<file path="config.mk">
export PLATFORM = sky130hd
export DESIGN_NAME = base64_stream_encoder_core
export DESIGN_NICKNAME = d
export VERILOG_FILES = /design/src/rtl/core/b64se_pkg.sv /design/src/rtl/core/b64se_front.sv /design/src/rtl/core/b64se_queue.sv /design/src/rtl/core/b64se_back.sv /design/src/rtl/core/base64_stream_encoder_core.sv
export SDC_FILE = /design/constraint.sdc
export NUM_CORES = 1
export LEC_CHECK = 0
export BUFFER_PORTS_ARGS = -buffer_cell sky130_fd_sc_hd__buf_2
export CAP_MARGIN = 20
export CORE_MARGIN = 2
export CORE_UTILIZATION = 35
export CTS_CLUSTER_DIAMETER = 60
export CTS_CLUSTER_SIZE = 24
export DETAILED_ROUTE_END_ITERATION = 12
export SLEW_MARGIN = 20
export SYNTH_ARGS = -nofsm -noshare
export SYNTH_HDL_FRONTEND = slang
export SYNTH_SLANG_ARGS = --single-unit
</file>
<file path="constraint.sdc">
create_clock -name clk_i -period 3.3 [get_ports clk_i]
set_clock_uncertainty 0.15 [all_clocks]
set_input_delay 0.165 -clock clk_i [delete_from_list [all_inputs] [get_ports clk_i]]
set_output_delay 0.165 -clock clk_i [all_outputs]
set_load 0.02 [all_outputs]
</file>
<file path="src/rtl/core/b64se_pkg.sv">
`timescale 1ns / 1ps
`default_nettype none
// ----------------------------------------------------------------------------
// b64se_pkg
// Types, constants and the character table shared by the Base64 encoder.
// ----------------------------------------------------------------------------
package b64se_pkg;

  localparam int unsigned ByteW   = 8;
  localparam int unsigned SextetW = 6;
  localparam int unsigned TripleW = 3 * ByteW;
  localparam int unsigned QDepth  = 2;

  localparam logic [ByteW-1:0] PadChar = 8'h3D;

  typedef struct packed {
    logic [TripleW-1:0] triple;
    logic [1:0]         pads;
    logic               last;
  } group_t;

  function automatic logic [ByteW-1:0] b64_char(input logic [SextetW-1:0] s);
    logic [ByteW-1:0] c;
    c = '0;
    if (s < 6'd26) begin
      c = 8'h41 + {2'b00, s};
    end else if (s < 6'd52) begin
      c = 8'h61 + {2'b00, s - 6'd26};
    end else if (s < 6'd62) begin
      c = 8'h30 + {2'b00, s - 6'd52};
    end else if (s == 6'd62) begin
      c = 8'h2B;
    end else begin
      c = 8'h2F;
    end
    return c;
  endfunction

endpackage
`default_nettype wire

</file>
<file path="src/rtl/core/b64se_front.sv">
`timescale 1ns / 1ps
`default_nettype none
// ----------------------------------------------------------------------------
// b64se_front
// Collects message bytes into groups of three and pushes closed groups.
// ----------------------------------------------------------------------------
module b64se_front (
  input  wire logic                       clk_i,
  input  wire logic                       rst_ni,
  input  wire logic                       accept_i,
  input  wire logic [b64se_pkg::ByteW-1:0] byte_i,
  input  wire logic                       last_i,
  output      logic                       push_o,
  output      b64se_pkg::group_t          group_o
);
  import b64se_pkg::*;

  logic [2*ByteW-1:0] pend_d, pend_q;
  logic [1:0]         cnt_d, cnt_q;
  logic [1:0]         held;
  logic               closing;

  always_comb begin
    held    = (cnt_q == 2'd3) ? 2'd2 : cnt_q;
    closing = (held == 2'd2) || last_i;
    group_o.last = last_i;
    case (held)
      2'd0: begin
        group_o.triple = {byte_i, 16'h0000};
        group_o.pads   = 2'd2;
      end
      2'd1: begin
        group_o.triple = {pend_q[ByteW-1:0], byte_i, 8'h00};
        group_o.pads   = 2'd1;
      end
      default: begin
        group_o.triple = {pend_q, byte_i};
        group_o.pads   = 2'd0;
      end
    endcase
    push_o = accept_i && closing;
    pend_d = pend_q;
    cnt_d  = cnt_q;
    if (accept_i) begin
      if (closing) begin
        pend_d = '0;
        cnt_d  = 2'd0;
      end else begin
        pend_d = {pend_q[ByteW-1:0], byte_i};
        cnt_d  = held + 2'd1;
      end
    end
  end

  always_ff @(posedge clk_i or negedge rst_ni) begin
    if (!rst_ni) begin
      pend_q <= '0;
      cnt_q  <= 2'd0;
    end else begin
      pend_q <= pend_d;
      cnt_q  <= cnt_d;
    end
  end

endmodule
`default_nettype wire

</file>
<file path="src/rtl/core/b64se_queue.sv">
`timescale 1ns / 1ps
`default_nettype none
// ----------------------------------------------------------------------------
// b64se_queue
// Two-entry queue of closed groups between the front and back parts.
// ----------------------------------------------------------------------------
module b64se_queue (
  input  wire logic              clk_i,
  input  wire logic              rst_ni,
  input  wire logic              push_i,
  input  wire b64se_pkg::group_t group_i,
  input  wire logic              pop_i,
  output      logic              full_o,
  output      logic              empty_o,
  output      b64se_pkg::group_t head_o
);
  import b64se_pkg::*;

  group_t mem_q [QDepth];
  logic   wr_d, wr_q, rd_d, rd_q;
  logic [1:0] cnt_d, cnt_q;

  always_comb begin
    full_o  = (cnt_q == 2'(QDepth));
    empty_o = (cnt_q == 2'd0);
    head_o  = mem_q[rd_q];
    wr_d    = push_i ? ~wr_q : wr_q;
    rd_d    = pop_i ? ~rd_q : rd_q;
    cnt_d   = cnt_q + {1'b0, push_i} - {1'b0, pop_i};
  end

  always_ff @(posedge clk_i) begin
    if (push_i) begin
      mem_q[wr_q] <= group_i;
    end
  end

  always_ff @(posedge clk_i or negedge rst_ni) begin
    if (!rst_ni) begin
      wr_q  <= 1'b0;
      rd_q  <= 1'b0;
      cnt_q <= 2'd0;
    end else begin
      wr_q  <= wr_d;
      rd_q  <= rd_d;
      cnt_q <= cnt_d;
    end
  end

endmodule
`default_nettype wire

</file>
<file path="src/rtl/core/b64se_back.sv">
`timescale 1ns / 1ps
`default_nettype none
// ----------------------------------------------------------------------------
// b64se_back
// Turns the queued group into four characters, one per cycle unless
// the output stalls, through an output register.
// ----------------------------------------------------------------------------
module b64se_back (
  input  wire logic                        clk_i,
  input  wire logic                        rst_ni,
  input  wire logic                        empty_i,
  input  wire b64se_pkg::group_t           head_i,
  output      logic                        pop_o,
  output      logic                        valid_o,
  input  wire logic                        ready_i,
  output      logic [b64se_pkg::ByteW-1:0] char_o,
  output      logic                        last_o
);
  import b64se_pkg::*;

  logic [1:0]         k_d, k_q;
  logic               vld_d, vld_q;
  logic [ByteW-1:0]   chr_d, chr_q;
  logic               lst_d, lst_q;
  logic [SextetW-1:0] sextet;
  logic               load;
  logic               is_pad;

  always_comb begin
    case (k_q)
      2'd0:    sextet = head_i.triple[23:18];
      2'd1:    sextet = head_i.triple[17:12];
      2'd2:    sextet = head_i.triple[11:6];
      default: sextet = head_i.triple[5:0];
    endcase
    is_pad = ((head_i.pads == 2'd2) && (k_q >= 2'd2)) ||
             ((head_i.pads == 2'd1) && (k_q == 2'd3));
    load  = (!vld_q || ready_i) && !empty_i;
    pop_o = load && (k_q == 2'd3);
    k_d   = load ? k_q + 2'd1 : k_q;
    vld_d = load ? 1'b1 : (vld_q && !ready_i);
    chr_d = chr_q;
    lst_d = lst_q;
    if (load) begin
      chr_d = is_pad ? PadChar : b64_char(sextet);
      lst_d = head_i.last && (k_q == 2'd3);
    end
  end

  always_ff @(posedge clk_i or negedge rst_ni) begin
    if (!rst_ni) begin
      k_q   <= 2'd0;
      vld_q <= 1'b0;
    end else begin
      k_q   <= k_d;
      vld_q <= vld_d;
    end
  end

  always_ff @(posedge clk_i) begin
    chr_q <= chr_d;
    lst_q <= lst_d;
  end

  assign valid_o = vld_q;
  assign char_o  = chr_q;
  assign last_o  = lst_q;

endmodule
`default_nettype wire

</file>
<file path="src/rtl/core/base64_stream_encoder_core.sv">
`timescale 1ns / 1ps
`default_nettype none
// ----------------------------------------------------------------------------
// base64_stream_encoder_core
// Streaming Base64 encoder with the standard alphabet and '=' padding.
// ----------------------------------------------------------------------------
// Channel   Direction  Request
// s_axis    in         one message byte, tlast on the final byte
// m_axis    out        one ASCII character, tlast on the final character
//
// A byte is taken in every cycle in which the two-entry group queue has room.
// Characters leave one per cycle from the output register while the sink is
// ready and a group is queued, so a group of three bytes becomes four
// characters; the output side, not the input, limits the sustained rate.
// Reset clears the pending bytes, the queue and the output valid flag.
// A stall on the output fills the queue, which then stalls the input.
// ----------------------------------------------------------------------------
module base64_stream_encoder_core (
  input  wire logic       clk_i,
  input  wire logic       rst_ni,
  input  wire logic       s_axis_tvalid,
  output      logic       s_axis_tready,
  input  wire logic [7:0] s_axis_tdata,   // [7:0] in_byte
  input  wire logic       s_axis_tlast,
  output      logic       m_axis_tvalid,
  input  wire logic       m_axis_tready,
  output      logic [7:0] m_axis_tdata,   // [7:0] out_char
  output      logic       m_axis_tlast
);
  import b64se_pkg::*;

  logic   accept, push, pop, full, empty;
  group_t grp, head;

  assign s_axis_tready = !full;
  assign accept        = s_axis_tvalid && !full;

  b64se_front u_front (
    .clk_i   (clk_i),
    .rst_ni  (rst_ni),
    .accept_i(accept),
    .byte_i  (s_axis_tdata),
    .last_i  (s_axis_tlast),
    .push_o  (push),
    .group_o (grp)
  );

  b64se_queue u_queue (
    .clk_i  (clk_i),
    .rst_ni (rst_ni),
    .push_i (push),
    .group_i(grp),
    .pop_i  (pop),
    .full_o (full),
    .empty_o(empty),
    .head_o (head)
  );

  b64se_back u_back (
    .clk_i  (clk_i),
    .rst_ni (rst_ni),
    .empty_i(empty),
    .head_i (head),
    .pop_o  (pop),
    .valid_o(m_axis_tvalid),
    .ready_i(m_axis_tready),
    .char_o (m_axis_tdata),
    .last_o (m_axis_tlast)
  );

endmodule
`default_nettype wire
</file>
==> impl_metrics.tcl, run 1 <==
set metrics [dict create \
    outcome "finished, final reports clean" \
    max_freq_ghz 0.3210 \
    cts-root-buf "clkbuf_16" \
    start_util_pct 36.28 \
    hp-class "input port to async pin" \
    finalSetupViolations 0 \
    hold_violations 0 \
    fillers 1048 \
    tns_ps 0 \
    synthFlopType "edfxtp_1" \
    syn2layout_area_growth_pct 18.43 \
    min_period_ps 3115 \
    portBuffers 23 \
    yosysWarnings 0 \
    final_common_cell "edfxtp_1" \
    die-area_um2 12880 \
    grt_start_max_net_pins 38 \
    fin_ws_ps 185.0 \
    grt_remaining_overflow 0 \
    crit_arrival_ps 3070 \
    syn_nets 358 \
    via_per_inst 5.249 \
    final_cell_mix "63 x edfxtp_1, 34 x nand2_1, 25 x dfrtp_1" \
    postSynth.asyncResetShare_pct 28.41 \
    placedCellCount 496 \
    seq_area_frac_synth_pct 60.01 \
    cts-htree-levels 3 \
    ys_types 55 \
    fin_crit_sh_pct 94.39 \
    pin_count 24 \
    core_area_um2 11560 \
    stdcell_area_um2 4969 \
    required_ps 3250 \
    slew_violations 0 \
    end_kind "register" \
    fp.dieW_um 113.5 \
    worst_pin_slew_ps 711.4 \
    regArea_um2 2517 \
    fp-row-count 39 \
    wl_per_cell_um 16.18 \
    slew_headroom_pct 52.47 \
    die_y_um 113.5 \
    cts_made_buffers 9 \
    crit_fanout 8 \
    synth_edf_count 63 \
    antenna_found_initial 0 \
    final_cell_count_no_fill 527 \
    grt_usage_pct 14.38 \
    drtAntennaViolNets 0 \
    numClockSinks 88 \
    crit_path_start_kind "register" \
    placed_area_um2 4542 \
    ys_ff_latch 88 \
    clock_latency_ps 340 \
    drive_gt1_share_pct 20.05 \
    gp_congestion 0.9128 \
    dp_slack_ps 112.5 \
    vias 2766 \
    path_clk_slew_ps 70 \
    path_class "register to register" \
    syn_area_per_cell_um2 12.71 \
    grt_first_pass_wirelength_um 14290 \
    dr.first_iter.drc_count 155 \
    syn_area_um2 4195 \
    diodes 0 \
    drc_errors 0 \
    clockBufferDepth 2 \
    cts_tree "yes" \
    maxCapViolations 0 \
    hpwlAfterDp_um 5970 \
    multi_input_area_um2 1570 \
    postSynthCellCount 330 \
    nNetsFinal 407 \
    dr.pass1.iters 4 \
    grt_pass1_vias 2681 \
    totalWireLength_um 8526 \
]
-- critical path, cell delays in order, from the launching register on --
cell     delay [ps]
dfrtp_1         390
inv_1           100
ha_1            250
buf_4           180
a22oi_1         170
nand3_1         150
and3_1          230
ha_1            220
a22oi_2         280
o21ai_2         180
or3_1           330
a41o_1          240
-- cell usage after synthesis (2+ instances only) --
library cell  number  area share, %
or3_1              2           0.30
mux2_2             2           0.54
buf_6              2           0.54
nor2b_1            2           0.30
ha_1              15            4.5
and2_1            11            1.6
a21oi_1            5           0.60
and3_1             3           0.45
clkbuf_1          10           0.89
xnor2_1            9            1.9
mux2i_1           17            4.1
inv_2              2           0.18
buf_2              3           0.36
a22oi_1           12            2.1
xor2_1             3           0.63
nand3_1           14            1.7
nor2_1            11           0.98
edfxtp_1          63             45
inv_1             11           0.98
o21ai_0           14            1.7
nor3_1             3           0.36
nand2_1           34            3.0
dfrtp_1           25             15
nand4_1            2           0.30
o21a_1             2           0.36
a22o_1            24            5.0
-- registers in the layout (all words and copies together) (netlist names) --
signal	cells
u_queue.mem_q	54
u_front.pend_q	16
u_back.char_o	8
u_back.k_q	2
u_front.cnt_q	2
u_queue.cnt_q	2
u_back.last_o	1
u_back.valid_o	1
u_queue.rd_q	1
u_queue.wr_q	1
-- metal layers --
layer	global-route usage, %	wire (um)
met5	0	0
met4	6.667	253
met3	3.507	295
met2	21.76	3931
met1	19.61	4045
-- kinds of logic (layout without fill, tap and decap cells) --
family                     after synthesis  count (layout)  share of synthesized area [%]
and+or+nand+nor                         89              89                          10.53
xor gates and xnor gates                12              12                          2.505
AOI/OAI and AO/OA                       78              78                          14.85
DFF                                     88              88                          60.01
adders and majority gates               15              15                          4.474
buffers and inverters                   29              83                          3.042
muxes                                   19              19                          4.593
-- worst paths after layout --
path	startpoint	endpoint	slack, ps	depth (start not counted)
worst min-delay path	rst_ni	u_queue.wr_q$_DFFE_PN0P_	210	2
worst max-delay path	u_back.k_q[0]$_DFFE_PN0P_	u_back.char_o[2]$_SDFFCE_PP1P_	180	11
worst max register to register	u_back.k_q[0]$_DFFE_PN0P_	u_back.char_o[2]$_SDFFCE_PP1P_	180	11
min in group clk_i	s_axis_tvalid	u_front.pend_q[0]$_DFFE_PN0P_	280	4
max in group asynchronous	rst_ni	u_back.valid_o$_DFF_PN0_	2400	2
worst min register to register	u_queue.cnt_q[0]$_DFF_PN0_	u_back.valid_o$_DFF_PN0_	350	2
-- final cells by class --
class	instances	area share, %
Multi-Input combinational cell	213	31.60
Clock buffer	9	4.533
Timing Repair Buffer	54	7.555
Clock inverter	7	1.058
Inverter	13	0.9821
Sequential cell	88	50.67
Tap cell	143	3.601
-- repair_timing --
item | CTS | global route
gates resized for setup | 0 | 3
setup endpoints to repair | 0 | 5
setup buffers | 0 | 4
endpoints found under the hold margin | 36 | 0
hold buffers | 11 | 0
-- through the flow --
step	hold WS, ps	utilization [%]
final	205.1	42.96
after global routing	251.9	42.96
after CTS	211.4	42.63
after detailed placement	48.35	39.27
after global placement	44.76	39.27
after floorplan	-280.6	-
Power of run 1 is not shown: default switching activity piles up to over one toggle a cycle in this logic, so the estimate is an artifact.
==> run 2, diff against run 1 <==
clock period = 3.7 ns   (was 3.3 ns; I/O delays follow)
==> impl_metrics.tcl, run 2 (synthesized netlist as in run 1, its figures left out) <==
set metrics [dict create \
    outcome "finished, final reports clean" \
    wl_per_cell_um 16.06 \
    r2r-start "u_back.k_q[0]$_DFFE_PN0P_" \
    drc_errors 0 \
    slew_violations 0 \
    clock_latency_ps 340 \
    end_kind "register" \
    cts_resized 0 \
    crit_slowest_cell "nor2_1" \
    finalSetupViolations 0 \
    crit_fanout 9 \
    hpwlAfterDp_um 5919 \
    cts-root-buf "clkbuf_16" \
    cts-htree-levels 3 \
    path_cells "ha_1, nor2_1, nand3_1, and3_1, inv_1, ha_1, nor3_1, buf_4, a21oi_1, mux2i_1, a311o_1" \
    min_period_ps 3387 \
    grt_remaining_overflow 0 \
    maxCapViolations 0 \
    fillers 1065 \
    drive_gt1_share_pct 17.60 \
    required_ps 3630 \
    hold_violations 0 \
    cts_made_buffers 9 \
    cts_tree "yes" \
    ctsHoldBuffers 11 \
    grt_start_max_net_pins 30 \
    r2r_cells 11 \
    fin_crit_sh_pct 91.55 \
    fp-row-count 39 \
    path_common_cell "ha_1" \
    regArea_um2 2517 \
    gp_congestion 0.8755 \
    path_clk_slew_ps 70 \
    dr.pass1.iters 5 \
    r2r_setup_slack_ps 310 \
    placed_area_um2 4498 \
    crit_arrival_ps 3320 \
    stdcell_area_um2 4912 \
    syn2layout_area_growth_pct 17.09 \
    r2r-end "u_back.char_o[5]$_SDFFCE_PP1P_" \
    tns_ps 0 \
    die-area_um2 12880 \
    cellPowerDensity_nw_per_um2 1053 \
    cts_setup_buffers 0 \
    vias 2722 \
    final_cell_mix "63 x edfxtp_1, 34 x nand2_1, 25 x dfrtp_1" \
    crit_path_start_kind "register" \
    ir_drop_mv 0.4098 \
    portBuffers 23 \
    fp.dieW_um 113.5 \
    via_per_inst 5.255 \
    clockBufferDepth 2 \
    grt_usage_pct 13.72 \
    dr.first_iter.drc_count 218 \
    grt_pass1_vias 2622 \
    antenna_found_initial 0 \
    regMostFlops "u_queue.mem_q" \
    path_class "register to register" \
    grt_first_pass_wirelength_um 13690 \
    slew_headroom_pct 45.99 \
    rsz0062_at_grt "false" \
    die_y_um 113.5 \
    hp-class "input port to async pin" \
    nNetsFinal 398 \
    critPathMaxStageDelay_ps 450 \
    core_area_um2 11560 \
    diodes 0 \
    start_util_pct 36.28 \
    drtAntennaViolNets 0 \
    numClockSinks 88 \
    totalWireLength_um 8321 \
    pin_count 24 \
    worst_pin_slew_ps 808.5 \
    multi_input_area_um2 1555 \
    p_leak_uw 0.001927 \
    final_common_cell "edfxtp_1" \
    largest_register_ffs 54 \
    max_freq_ghz 0.2952 \
]
==> run 2: per-stage QoR <==
| stage | worst slack [ps] | utilization (%) | total power [uW] | hold slack (ps) | instances |
|---|---|---|---|---|---|
| after floorplan | 291.5 | - | 3647 | -260.6 | 330 |
| after global placement | 335.3 | 38.89 | 4255 | 60.33 | 491 |
| after detailed placement | 355.3 | 38.89 | 4261 | 63.10 | 491 |
| after CTS | 341.7 | 42.48 | 5201 | 225.8 | 518 |
| after global routing | 71.59 | 42.48 | 5577 | 259.1 | 518 |
| final | 312.7 | 42.48 | 5175 | 210.2 | 518 |
==> run 2: where the power goes <==
group | switching (uW) | total, uW | internal [uW]
clock network | 392 | 922 | 530
registers | 175 | 1660 | 1490
logic | 1520 | 2590 | 1070
total | 2090 | 5170 | 3090
==> run 2: per-layer routing <==
metal	vias to the layer above	GRT usage, %	routed length (um)
li1	1329	-	-
met3	10	3.401	371
met2	72	21.08	3755
met1	1311	19.23	4081
met4	0	4.472	112
met5	-	0	0
==> run 2: how the worst max path moves through the flow <==
stage / start / end / slack, ps / cells after the start
floorplan: u_queue.cnt_q[1]$_DFF_PN0_ / u_queue.mem_q[0][0]$_DFFE_PP_ / 290 / 4
global placement: u_back.k_q[1]$_DFFE_PN0P_ / u_back.char_o[3]$_SDFFCE_PP1P_ / 340 / 10
detailed placement: u_back.k_q[0]$_DFFE_PN0P_ / u_back.char_o[5]$_SDFFCE_PP1P_ / 360 / 11
CTS: u_back.k_q[0]$_DFFE_PN0P_ / u_back.char_o[5]$_SDFFCE_PP1P_ / 340 / 11
global route: u_back.k_q[0]$_DFFE_PN0P_ / u_back.char_o[5]$_SDFFCE_PP1P_ / 70 / 11
finish: u_back.k_q[0]$_DFFE_PN0P_ / u_back.char_o[5]$_SDFFCE_PP1P_ / 310 / 11
==> run 2: final cells by class <==
| class | count | area share [%] |
|---|---|---|
| tap | 143 | 3.642 |
| sequential | 88 | 51.25 |
| timing repair buffer | 45 | 6.266 |
| clock inverter | 7 | 1.605 |
| clock buffer | 9 | 4.585 |
| multi-input combinational | 213 | 31.66 |
| inverter | 13 | 0.9934 |
==> run 2: critical path, delay by kind of cell, from the launching register on <==
kind / cells / cell delay, ps
DFF: 1 / 400
and+or+nand+nor: 4 / 1090
adders and majority gates: 2 / 540
muxes: 1 / 90
buffers and inverters: 2 / 350
AOI/OAI and AO/OA: 2 / 490
(Power assumes the default switching activity.)
